--- src/rtl/core/lzss_window_decoder_defines.svh ---
// ----------------------------------------------------------------------------
// lzss window decoder assertion macros
// Shared property macros for the concurrent checks in the decoder core.
// ----------------------------------------------------------------------------
`ifndef LZSS_WINDOW_DECODER_DEFINES_SVH
`define LZSS_WINDOW_DECODER_DEFINES_SVH

// same-cycle implication, checked outside reset
`define LZSSWD_ASSERT_NOW(label, clk, rst_n, ante, cons, msg) \
    label: assert property (@(posedge clk) disable iff (!rst_n) (ante) |-> (cons)) \
        else $error(msg);

// next-cycle implication, checked outside reset
`define LZSSWD_ASSERT_NEXT(label, clk, rst_n, ante, cons, msg) \
    label: assert property (@(posedge clk) disable iff (!rst_n) (ante) |=> (cons)) \
        else $error(msg);

`endif

--- src/rtl/core/lzsswd_pkg.sv ---
// ----------------------------------------------------------------------------
// lzss window decoder package
// Shared constants and the command type passed from parser to copy engine.
// ----------------------------------------------------------------------------
package lzsswd_pkg;

    // window geometry
    localparam int WINDOW_SIZE = 4096;
    localparam int ADDR_W      = $clog2(WINDOW_SIZE);
    localparam int LOOKAHEAD   = 16;

    // write pointer start and end of the space-filled region
    localparam logic [ADDR_W-1:0] WP_RESET = ADDR_W'(WINDOW_SIZE - LOOKAHEAD);

    // fill bytes
    localparam logic [7:0] SPACE_BYTE = 8'h20;
    localparam logic [7:0] ZERO_BYTE  = 8'h00;
    localparam logic [7:0] FLAG_FILL  = 8'hff;

    // reference length field plus this gives the byte count
    localparam int LEN_ADD = 3;
    localparam int CNT_W   = 5;

    // command queue depth
    localparam int QUEUE_DEPTH = 2;
    localparam int QPTR_W      = $clog2(QUEUE_DEPTH);

    typedef enum logic
    {
        CMD_LITERAL,
        CMD_COPY
    } cmd_kind_t;

    typedef struct packed
    {
        cmd_kind_t         kind;
        logic [7:0]        data;
        logic [ADDR_W-1:0] pos;
        logic [3:0]        len_field;
    } cmd_t;

endpackage

--- src/rtl/core/lzsswd_front.sv ---
// ----------------------------------------------------------------------------
// lzsswd front
// Parses flag bytes and tokens, pushes literal and copy commands.
// ----------------------------------------------------------------------------
module lzsswd_front (
    input  logic                clk,
    input  logic                rst_n,
    input  logic                accept,
    input  logic [7:0]          in_byte,
    output logic                push,
    output lzsswd_pkg::cmd_t    push_cmd
);

    typedef enum logic [1:0]
    {
        PH_FLAG,
        PH_TOKEN,
        PH_HIGH
    } phase_t;

    phase_t      phase_reg, phase_next;
    logic [15:0] flag_shift_reg, flag_shift_next;
    logic [7:0]  held_reg, held_next;

    // token decode
    always_comb
    begin
        phase_next          = phase_reg;
        flag_shift_next     = flag_shift_reg;
        held_next           = held_reg;
        push                = 1'b0;
        push_cmd.kind       = lzsswd_pkg::CMD_LITERAL;
        push_cmd.data       = in_byte;
        push_cmd.pos        = {in_byte[7:4], held_reg};
        push_cmd.len_field  = in_byte[3:0];
        if (accept)
        begin
            unique case (phase_reg)
                PH_TOKEN:
                begin
                    if (flag_shift_reg[0])
                    begin
                        push            = 1'b1;
                        flag_shift_next = {1'b0, flag_shift_reg[15:1]};
                        phase_next      = flag_shift_reg[9] ? PH_TOKEN : PH_FLAG;
                    end
                    else
                    begin
                        held_next  = in_byte;
                        phase_next = PH_HIGH;
                    end
                end
                PH_HIGH:
                begin
                    push            = 1'b1;
                    push_cmd.kind   = lzsswd_pkg::CMD_COPY;
                    flag_shift_next = {1'b0, flag_shift_reg[15:1]};
                    phase_next      = flag_shift_reg[9] ? PH_TOKEN : PH_FLAG;
                end
                default:
                begin
                    // flag byte, also the unused phase code
                    flag_shift_next = {lzsswd_pkg::FLAG_FILL, in_byte};
                    phase_next      = PH_TOKEN;
                end
            endcase
        end
    end

    // state registers
    always_ff @(posedge clk or negedge rst_n)
    begin
        if (!rst_n)
        begin
            phase_reg      <= PH_FLAG;
            flag_shift_reg <= 16'h0000;
            held_reg       <= 8'h00;
        end
        else
        begin
            phase_reg      <= phase_next;
            flag_shift_reg <= flag_shift_next;
            held_reg       <= held_next;
        end
    end

endmodule

--- config.mk ---
export PLATFORM = sky130hd
export DESIGN_NAME = lzsswd_front
export DESIGN_NICKNAME = d
export VERILOG_FILES = /design/src/rtl/core/lzss_window_decoder_defines.svh /design/src/rtl/core/lzsswd_pkg.sv /design/src/rtl/core/lzsswd_front.sv
export SDC_FILE = /design/constraint.sdc
export NUM_CORES = 1
export LEC_CHECK = 0
export ABC_AREA = 1
export BUFFER_PORTS_ARGS = -buffer_cell sky130_fd_sc_hd__buf_2
export CORE_ASPECT_RATIO = 1.25
export CORE_MARGIN = 3
export CORE_UTILIZATION = 46
export CTS_CLUSTER_SIZE = 16
export DETAILED_ROUTE_END_ITERATION = 7
export PLACE_DENSITY = 0.74
export SLEW_MARGIN = 20
export SYNTH_ARGS = -nofsm -noshare
export SYNTH_HDL_FRONTEND = slang
export SYNTH_SLANG_ARGS = --single-unit
export TNS_END_PERCENT = 10
--- constraint.sdc ---
create_clock -name clk -period 1.5 [get_ports clk]
set_input_delay 0.3 -clock clk [delete_from_list [all_inputs] [get_ports clk]]
set_output_delay 0.3 -clock clk [all_outputs]
set_load 0.1 [all_outputs]
==> metrics.csv <==
metric,value,unit
postSynthCellCount,165,
ys_seq_area_share,46.5,%
synth_top_area_cell,dfrtp_1,
grt_max_degree,27,
drc_errors,0,
status,"finished, violations left",
first_pass_iters,4,
gp_congestion,0.750,
slew_viol_final,0,
dpl_cell_area,1520,µm²
grt_pass1_wl,4480,µm
die_x,55.3,µm
cp-end-kind,output port,
synth_top_area_share,46.5,%
ys_types,22,
fp-row-count,21,
port_buffers,36,
coreArea,2790,µm²
hold_start,in_byte[1],
r2r_slack,-0.03,ns
hp-class,in -> reg,
syn_area,1400,µm²
die_h,67.7,µm
post-place-ws,0.0572,ns
cp.arrival,1.46,ns
diodes,0,
wl,2470,µm
syn2layout_area_growth,14.0,%
die-area,3750,µm²
synth_area_leaders,"dfrtp_1, buf_4, nand2_1",
fin_crit_sh,117,%
cp.required,1.20,ns
io_pins,37,
cts_root_buf,clkbuf_4,
stdcell_area,1600,µm²
yosysMostFrequentCell,nand2_1,
clk_path_buf_depth,2,
clk_pin_slew,0.14,ns
rsz0062_at_grt,yes,
postRouteAntennaNets,0,
cts.sinks,26,
grt_usage,15.0,%
max_slew_margin,62.2,%
dp_hpwl,1830,µm
reg2reg_from,phase_reg[0],
failed_checks,setup timing,
synth_warnings,0,
drive_above_1_share,34.4,%
worst-setup-path-type,reg -> out,
vias,1078,
final.min_clock_period,1.76,ns
layout_setup_ws,-0.261,ns
drt_iter0_drc,33,
initial_utilization,50.3,%
grt_pass1_vias,1067,
worst_slew_pin_slew,0.567,ns
largest_reg_flops,16,
numCtsBuffers,3,
utilization,57.3,%
clock_latency,0.31,ns
startpoint,phase_reg[1],
setup.worst_path.start_class,flip-flop,
cts_tree,yes,
async_flop_share,100,%
hold_viol,0,
synth-edff-count,0,
ys_ff_latch,26,
setup_viol,6,
synth_commonest_cells,"nand2_1, dfrtp_1, nor2_1",
antenna_found_initial,0,
holdWs,0.239,ns
fmax,568,MHz
overflow,0,
cap_violations,0,
wire_per_inst,11.1,µm
synth.net_count,178,
critPathMaxFanout,2,
viasPerCell,4.83,
ys.flop_type,dfrtp_1,
fin_worst_skew,0.00445,ns
htree_levels,1,
final_net_count,203,
syn_area_per_cell,8.49,µm²
nFillCells,242,
-- layout make-up --
cell class,instances,area [µm²],area share [%]
multi-input cells,94,523,32.8
inverters,23,86.3,5.41
repair buffers,42,258,16.1
clock buffers,4,36.3,2.27
well taps,34,42.5,2.66
flip-flops and latches,26,651,40.8
-- what timing repair did --
action / CTS / global route
hold buffers: 1 / 0
buffers inserted: 1 / 0
resized for setup: 3 / 2
setup endpoints to repair: 2 / 17
pin swaps: 4 / 1
hold endpoints to repair: 26 / 0
-- critical path, stage by stage (launching register included) --
cell     delay [ns]
dfrtp_1        0.45
inv_2          0.10
ha_4           0.14
nand2_2        0.06
nand2_4        0.07
nand2_4        0.05
nor2_4         0.09
buf_12         0.18
-- cells in the final DEF (no fill, tap or decap), drive strengths merged --
cell and instances:
dlygate4sd3 1, ha 2, a21oi 15, clkbuf 4, nor2 25, o21ai 10
nand2 31, o22ai 1, nand4 1, inv 23, buf 41, nand3 9
dfrtp 26
-- stage by stage --
step	setup TNS, ns	instances
finish	-0.387	223
global route	-1.51	223
CTS	-0.451	223
detailed placement	0	217
global placement	0	217
floorplan	-0.319	165
-- metal layers --
metal / part of all wire (%) / vias up / global-route usage [%]
met5: 0 / - / 0
met1: 42 / 505 / 15.9
li1: - / 542 / -
met4: 0 / 0 / 5.47
met2: 53 / 31 / 30.0
met3: 5.1 / 0 / 2.29
-- worst paths after layout --
kind	end	cells after the start
max in group asynchronous	flag_shift_reg[6]	2
min in group asynchronous	held_reg[4]	2
hold reg to reg	held_reg[3]	2
setup reg to reg	flag_shift_reg[9]	7
setup / recovery	push	7
hold / removal	held_reg[1]	3
-- cells by family (layout without fill, tap and decap cells) --
| kind of cell | after synthesis | after routing | share of synthesized area, % |
|---|---|---|---|
| AND/OR/NAND/NOR | 66 | 66 | 21.7 |
| buffers and inverters | 45 | 69 | 19.0 |
| adder cells (fa/ha/maj) | 2 | 2 | 1.79 |
| AO/OA/AOI/OAI | 26 | 26 | 11.0 |
| flip-flops | 26 | 26 | 46.5 |
Power is not shown: default switching activity piles up to over one toggle a cycle in this logic, so the estimate is an artifact.
