==> config.mk <==
export PLATFORM = sky130hd
export DESIGN_NAME = lzsswd_queue
export DESIGN_NICKNAME = d
export VERILOG_FILES = /design/src/rtl/core/lzss_window_decoder_defines.svh /design/src/rtl/core/lzsswd_pkg.sv /design/src/rtl/core/lzsswd_queue.sv
export SDC_FILE = /design/constraint.sdc
export NUM_CORES = 1
export LEC_CHECK = 0
export ABC_AREA = 1
export BUFFER_PORTS_ARGS = -buffer_cell sky130_fd_sc_hd__buf_2
export CAP_MARGIN = 20
export CORE_ASPECT_RATIO = 0.7
export CORE_MARGIN = 1
export CORE_UTILIZATION = 35
export CTS_CLUSTER_DIAMETER = 80
export CTS_CLUSTER_SIZE = 10
export DETAILED_ROUTE_END_ITERATION = 12
export GPL_TIMING_DRIVEN = 1
export SYNTH_ARGS = -nofsm -noshare
export SYNTH_HDL_FRONTEND = slang
export SYNTH_SLANG_ARGS = --single-unit
==> constraint.sdc <==
create_clock -name clk -period 3.2 [get_ports clk]
set_input_delay 0.64 -clock clk [delete_from_list [all_inputs] [get_ports clk]]
set_output_delay 0.64 -clock clk [all_outputs]
set_load 0.02 [all_outputs]
==> src/rtl/core/lzss_window_decoder_defines.svh <==
// ----------------------------------------------------------------------------
// lzss window decoder assertion macros
// Shared property macros for the concurrent checks in the decoder core.
// ----------------------------------------------------------------------------
`ifndef LZSS_WINDOW_DECODER_DEFINES_SVH
`define LZSS_WINDOW_DECODER_DEFINES_SVH

// same-cycle implication, checked outside reset
`define LZSSWD_ASSERT_NOW(label, clk, rst_n, ante, cons, msg) \
    label: assert property (@(posedge clk) disable iff (!rst_n) (ante) |-> (cons)) \
        else $error(msg);

// next-cycle implication, checked outside reset
`define LZSSWD_ASSERT_NEXT(label, clk, rst_n, ante, cons, msg) \
    label: assert property (@(posedge clk) disable iff (!rst_n) (ante) |=> (cons)) \
        else $error(msg);

`endif

==> src/rtl/core/lzsswd_pkg.sv <==
// ----------------------------------------------------------------------------
// lzss window decoder package
// Shared constants and the command type passed from parser to copy engine.
// ----------------------------------------------------------------------------
package lzsswd_pkg;

    // window geometry
    localparam int WINDOW_SIZE = 4096;
    localparam int ADDR_W      = $clog2(WINDOW_SIZE);
    localparam int LOOKAHEAD   = 16;

    // write pointer start and end of the space-filled region
    localparam logic [ADDR_W-1:0] WP_RESET = ADDR_W'(WINDOW_SIZE - LOOKAHEAD);

    // fill bytes
    localparam logic [7:0] SPACE_BYTE = 8'h20;
    localparam logic [7:0] ZERO_BYTE  = 8'h00;
    localparam logic [7:0] FLAG_FILL  = 8'hff;

    // reference length field plus this gives the byte count
    localparam int LEN_ADD = 3;
    localparam int CNT_W   = 5;

    // command queue depth
    localparam int QUEUE_DEPTH = 2;
    localparam int QPTR_W      = $clog2(QUEUE_DEPTH);

    typedef enum logic
    {
        CMD_LITERAL,
        CMD_COPY
    } cmd_kind_t;

    typedef struct packed
    {
        cmd_kind_t         kind;
        logic [7:0]        data;
        logic [ADDR_W-1:0] pos;
        logic [3:0]        len_field;
    } cmd_t;

endpackage

==> src/rtl/core/lzsswd_queue.sv <==
// ----------------------------------------------------------------------------
// lzsswd queue
// Short command queue between the parser and the copy engine.
// ----------------------------------------------------------------------------
module lzsswd_queue (
    input  logic                clk,
    input  logic                rst_n,
    input  logic                push,
    input  lzsswd_pkg::cmd_t    push_cmd,
    input  logic                pop,
    output lzsswd_pkg::cmd_t    head_cmd,
    output logic                empty,
    output logic                full
);

    lzsswd_pkg::cmd_t                entry_reg [lzsswd_pkg::QUEUE_DEPTH];
    logic [lzsswd_pkg::QPTR_W-1:0]   wptr_reg, rptr_reg;
    logic [lzsswd_pkg::QPTR_W:0]     count_reg;

    assign empty    = (count_reg == '0);
    assign full     = (count_reg == (lzsswd_pkg::QPTR_W+1)'(lzsswd_pkg::QUEUE_DEPTH));
    assign head_cmd = entry_reg[rptr_reg];

    // entry storage
    always_ff @(posedge clk)
    begin
        if (push)
        begin
            entry_reg[wptr_reg] <= push_cmd;
        end
    end

    // pointers and fill count
    always_ff @(posedge clk or negedge rst_n)
    begin
        if (!rst_n)
        begin
            wptr_reg  <= '0;
            rptr_reg  <= '0;
            count_reg <= '0;
        end
        else
        begin
            if (push)
            begin
                wptr_reg <= wptr_reg + 1'b1;
            end
            if (pop)
            begin
                rptr_reg <= rptr_reg + 1'b1;
            end
            if (push && !pop)
            begin
                count_reg <= count_reg + 1'b1;
            end
            else if (pop && !push)
            begin
                count_reg <= count_reg - 1'b1;
            end
        end
    end

endmodule

==> metrics.csv <==
stage;metric;value;unit
sta;final critical delay including setup and external delays;2340;ps
power;Leak;1.06;nW
detailed_routing;WL/cell;14.7;um
global_route;number of antenna violations at the first check in global routing;0;
cells_and_area;antenna diode instance count;0;
sta;final setup vio count;0;
cells_and_area;flip-flop count of the largest register after layout;50;
global_route;via count of the first global-routing pass;1077;
global_route;overall routing resource usage;11.9;%
power;highest ir drop seen on vdd;0.000439;V
job;Max Cap Viol;0;
floorplanning;die boundary width;94.8;um
yosys;post-synth net total;133;
sta;timing-limited maximum frequency;428;MHz
sta;accumulated negative setup slack;0;ps
clocking;maximum level of the CTS H-tree;2;
critical_path;worst endpoint required time;2560;ps
critical_path;element type at the critical path end;output pin;
floorplanning;Total Die Area;6350;um^2
yosys;Avg Cell Area, Syn;20.5;um^2
cells_and_area;P&R area growth vs syn;21.9;%
sta;Least-Margin Pin Slew;646;ps
clocking;CTS root buf;sky130_fd_sc_hd__clkbuf_8;
global_route;pin count of the biggest net entering global routing;20;
sta;worst clock skew on the final layout;6.52;ps
global_route;wire length of the first global-routing pass;5.31;mm
sta;worst slew slack as a fraction of its limit;56.9;%
placement;last weighted congestion value of the routability-driven placer;0.740;
clocking;clock tree from TritonCTS;done;
yosys;Cell variety after synth;14;
cells_and_area;share of cells above drive strength 1;54.2;%
yosys;number of warnings reported in the yosys synthesis log;0;
placement;half-perimeter wire length after placement;2.53;mm
detailed_routing;drt initial violations;27;
critical_path;Worst Setup Path Type;flop to output pin;
yosys;Synth Register Bits;54;
clocking;Post-CTS Setup Inserts;0;
detailed_routing;count of antenna-violating nets left after detailed routing;0;
cells_and_area;fin nets;195;
sta;setup repair after global routing missed its margin;false;
floorplanning;area of the placeable core;5780;um^2
detailed_routing;iteration count of the initial detailed-routing pass;2;
clocking;total clock sinks;54;
critical_path;top fanout value on the critical path;19;
power;Power per Cell Area;879;nW/um^2
clocking;quantity of hold-fixing buffers added after cts;0;
critical_path;critical path startpoint category;flop;
floorplanning;vertical die dimension;67.0;um
detailed_routing;wirelength, routed;3.54;mm
clocking;Clock Path Buffers;2;
floorplanning;row count;23;
critical_path;data arrival at the endpoint of the critical path;1700;ps
clocking;clock-pin slew reported for the worst setup and hold paths after clock tree synthesis;90;ps
yosys;total standard cell area after synthesis;2110;um^2
sta;Hold Worst Slack;130;ps
yosys;sequential cell area fraction in the yosys report;75.8;%
global_route;total grt overflow;0;
yosys;Post-Syn Instances;103;
clocking;clock buffer count from CTS;5;
placement;count of port buffers added during placement;55;
detailed_routing;vias per std cell;4.36;
hold_path;class of the tightest hold or removal check;input pin to asynchronous set/reset pin;
floorplanning;Top-Level Pins;56;
floorplanning;effective utilization at floorplan;36.5;%
clocking;number of gates resized after CTS;0;
outcome;result of the run;completed;
clocking;later-pin clock latency in the skew report;290;ps
detailed_routing;detailed-route via count;1050;
detailed_routing;number of design rule violations left after detail routing;0;
sta;period utilisation layout;73.1;%
sta;max-slew violations;0;
sta;final hold violation count;0;
critical path, cell delays in order (launching register included):
cell and delay, ps:
sky130_fd_sc_hd__dfrtp_1 640, sky130_fd_sc_hd__buf_12 250, sky130_fd_sc_hd__mux2_2 350, sky130_fd_sc_hd__buf_2 160
path summary, 6_finish.rpt:
| path | slack [ps] | cells past startpoint | end | startpoint |
|---|---|---|---|---|
| max in group asynchronous | 2940 | 1 | rptr_reg$_DFFE_PN0P_ | rst_n |
| min in group clk | 520 | 1 | wptr_reg$_DFFE_PN0P_ | wptr_reg$_DFFE_PN0P_ |
| max | 860 | 3 | head_cmd[11] | rptr_reg$_DFFE_PN0P_ |
| min | 130 | 1 | count_reg[1]$_DFFE_PN0P_ | rst_n |
| min reg2reg | 520 | 1 | wptr_reg$_DFFE_PN0P_ | wptr_reg$_DFFE_PN0P_ |
| max reg2reg | 1610 | 2 | entry_reg[0][13]$_DFFE_PP_ | wptr_reg$_DFFE_PN0P_ |
layout make-up:
type | instances | area, um^2
flip-flops and latches | 54 | 1600
clock inverters | 1 | 30.0
clock buffers | 7 | 76.3
fillers | 507 | 3210
well taps | 75 | 93.8
repair buffers | 58 | 310
inverters | 7 | 26.3
multi-input cells | 39 | 435
layout by cell type, fill, tap and decap left out:
cell	netlist	layout
sky130_fd_sc_hd__buf_2	0	55
sky130_fd_sc_hd__edfxtp_1	50	50
sky130_fd_sc_hd__mux2_4	19	19
sky130_fd_sc_hd__inv_1	7	7
sky130_fd_sc_hd__mux2_2	6	6
sky130_fd_sc_hd__nand2_1	5	5
sky130_fd_sc_hd__clkbuf_8	0	5
sky130_fd_sc_hd__dfrtp_1	4	4
sky130_fd_sc_hd__nor2_1	3	2
sky130_fd_sc_hd__xor2_1	2	2
sky130_fd_sc_hd__clkbuf_1	0	2
sky130_fd_sc_hd__buf_4	0	2
sky130_fd_sc_hd__nor2_2	0	1
sky130_fd_sc_hd__xnor2_1	1	1
sky130_fd_sc_hd__nand3_1	1	1
sky130_fd_sc_hd__nand4_1	1	1
sky130_fd_sc_hd__ha_1	1	1
sky130_fd_sc_hd__bufinv_16	0	1
sky130_fd_sc_hd__buf_12	2	1
where the power goes:
part,switching [W],leakage [nW],internal (W)
Sequential,0.0000775,0.516,0.000941
Combinational,0.000444,0.495,0.000369
Clock,0.000197,0.0524,0.000234
per-layer routing:
| metal | routed length, um | track usage [%] |
|---|---|---|
| met1 | 1530 | 13.2 |
| met2 | 1700 | 20.4 |
| met3 | 291 | 5.02 |
| met4 | 14 | 3.98 |
| met5 | 0 | 0 |
per-stage QoR:
step	instances	area [um^2]	setup slack [ps]	power [W]	util [%]
final	241	2570	862	0.00226	44.5
after global routing	241	2570	777	0.00238	44.5
after CTS	241	2570	832	0.00230	44.5
after global placement	233	2470	1190	0.00183	42.7
after detailed placement	233	2470	1140	0.00186	42.7
after floorplan	103	2110	1060	0.00166	-
cells in the mapped netlist (all sizes together):
library cell | instances | area share, %
edfxtp | 50 | 71
mux2 | 25 | 17
inv | 7 | 1.2
nand2 | 5 | 0.89
dfrtp | 4 | 4.7
buf | 3 | 2.4
nor2 | 3 | 0.53
xor2 | 2 | 0.83
ha | 1 | 0.59
nand3 | 1 | 0.24
nand4 | 1 | 0.30
xnor2 | 1 | 0.41
cell families after synthesis:
logic type    Yosys count  synth area share, %
flops                  54                 75.8
mux                    25                 16.7
buf+inv                10                 3.67
simple gates           10                 1.95
xor+xnor                3                 1.24
fa+ha+maj               1                0.592
Power figures use the tool's default switching activity.
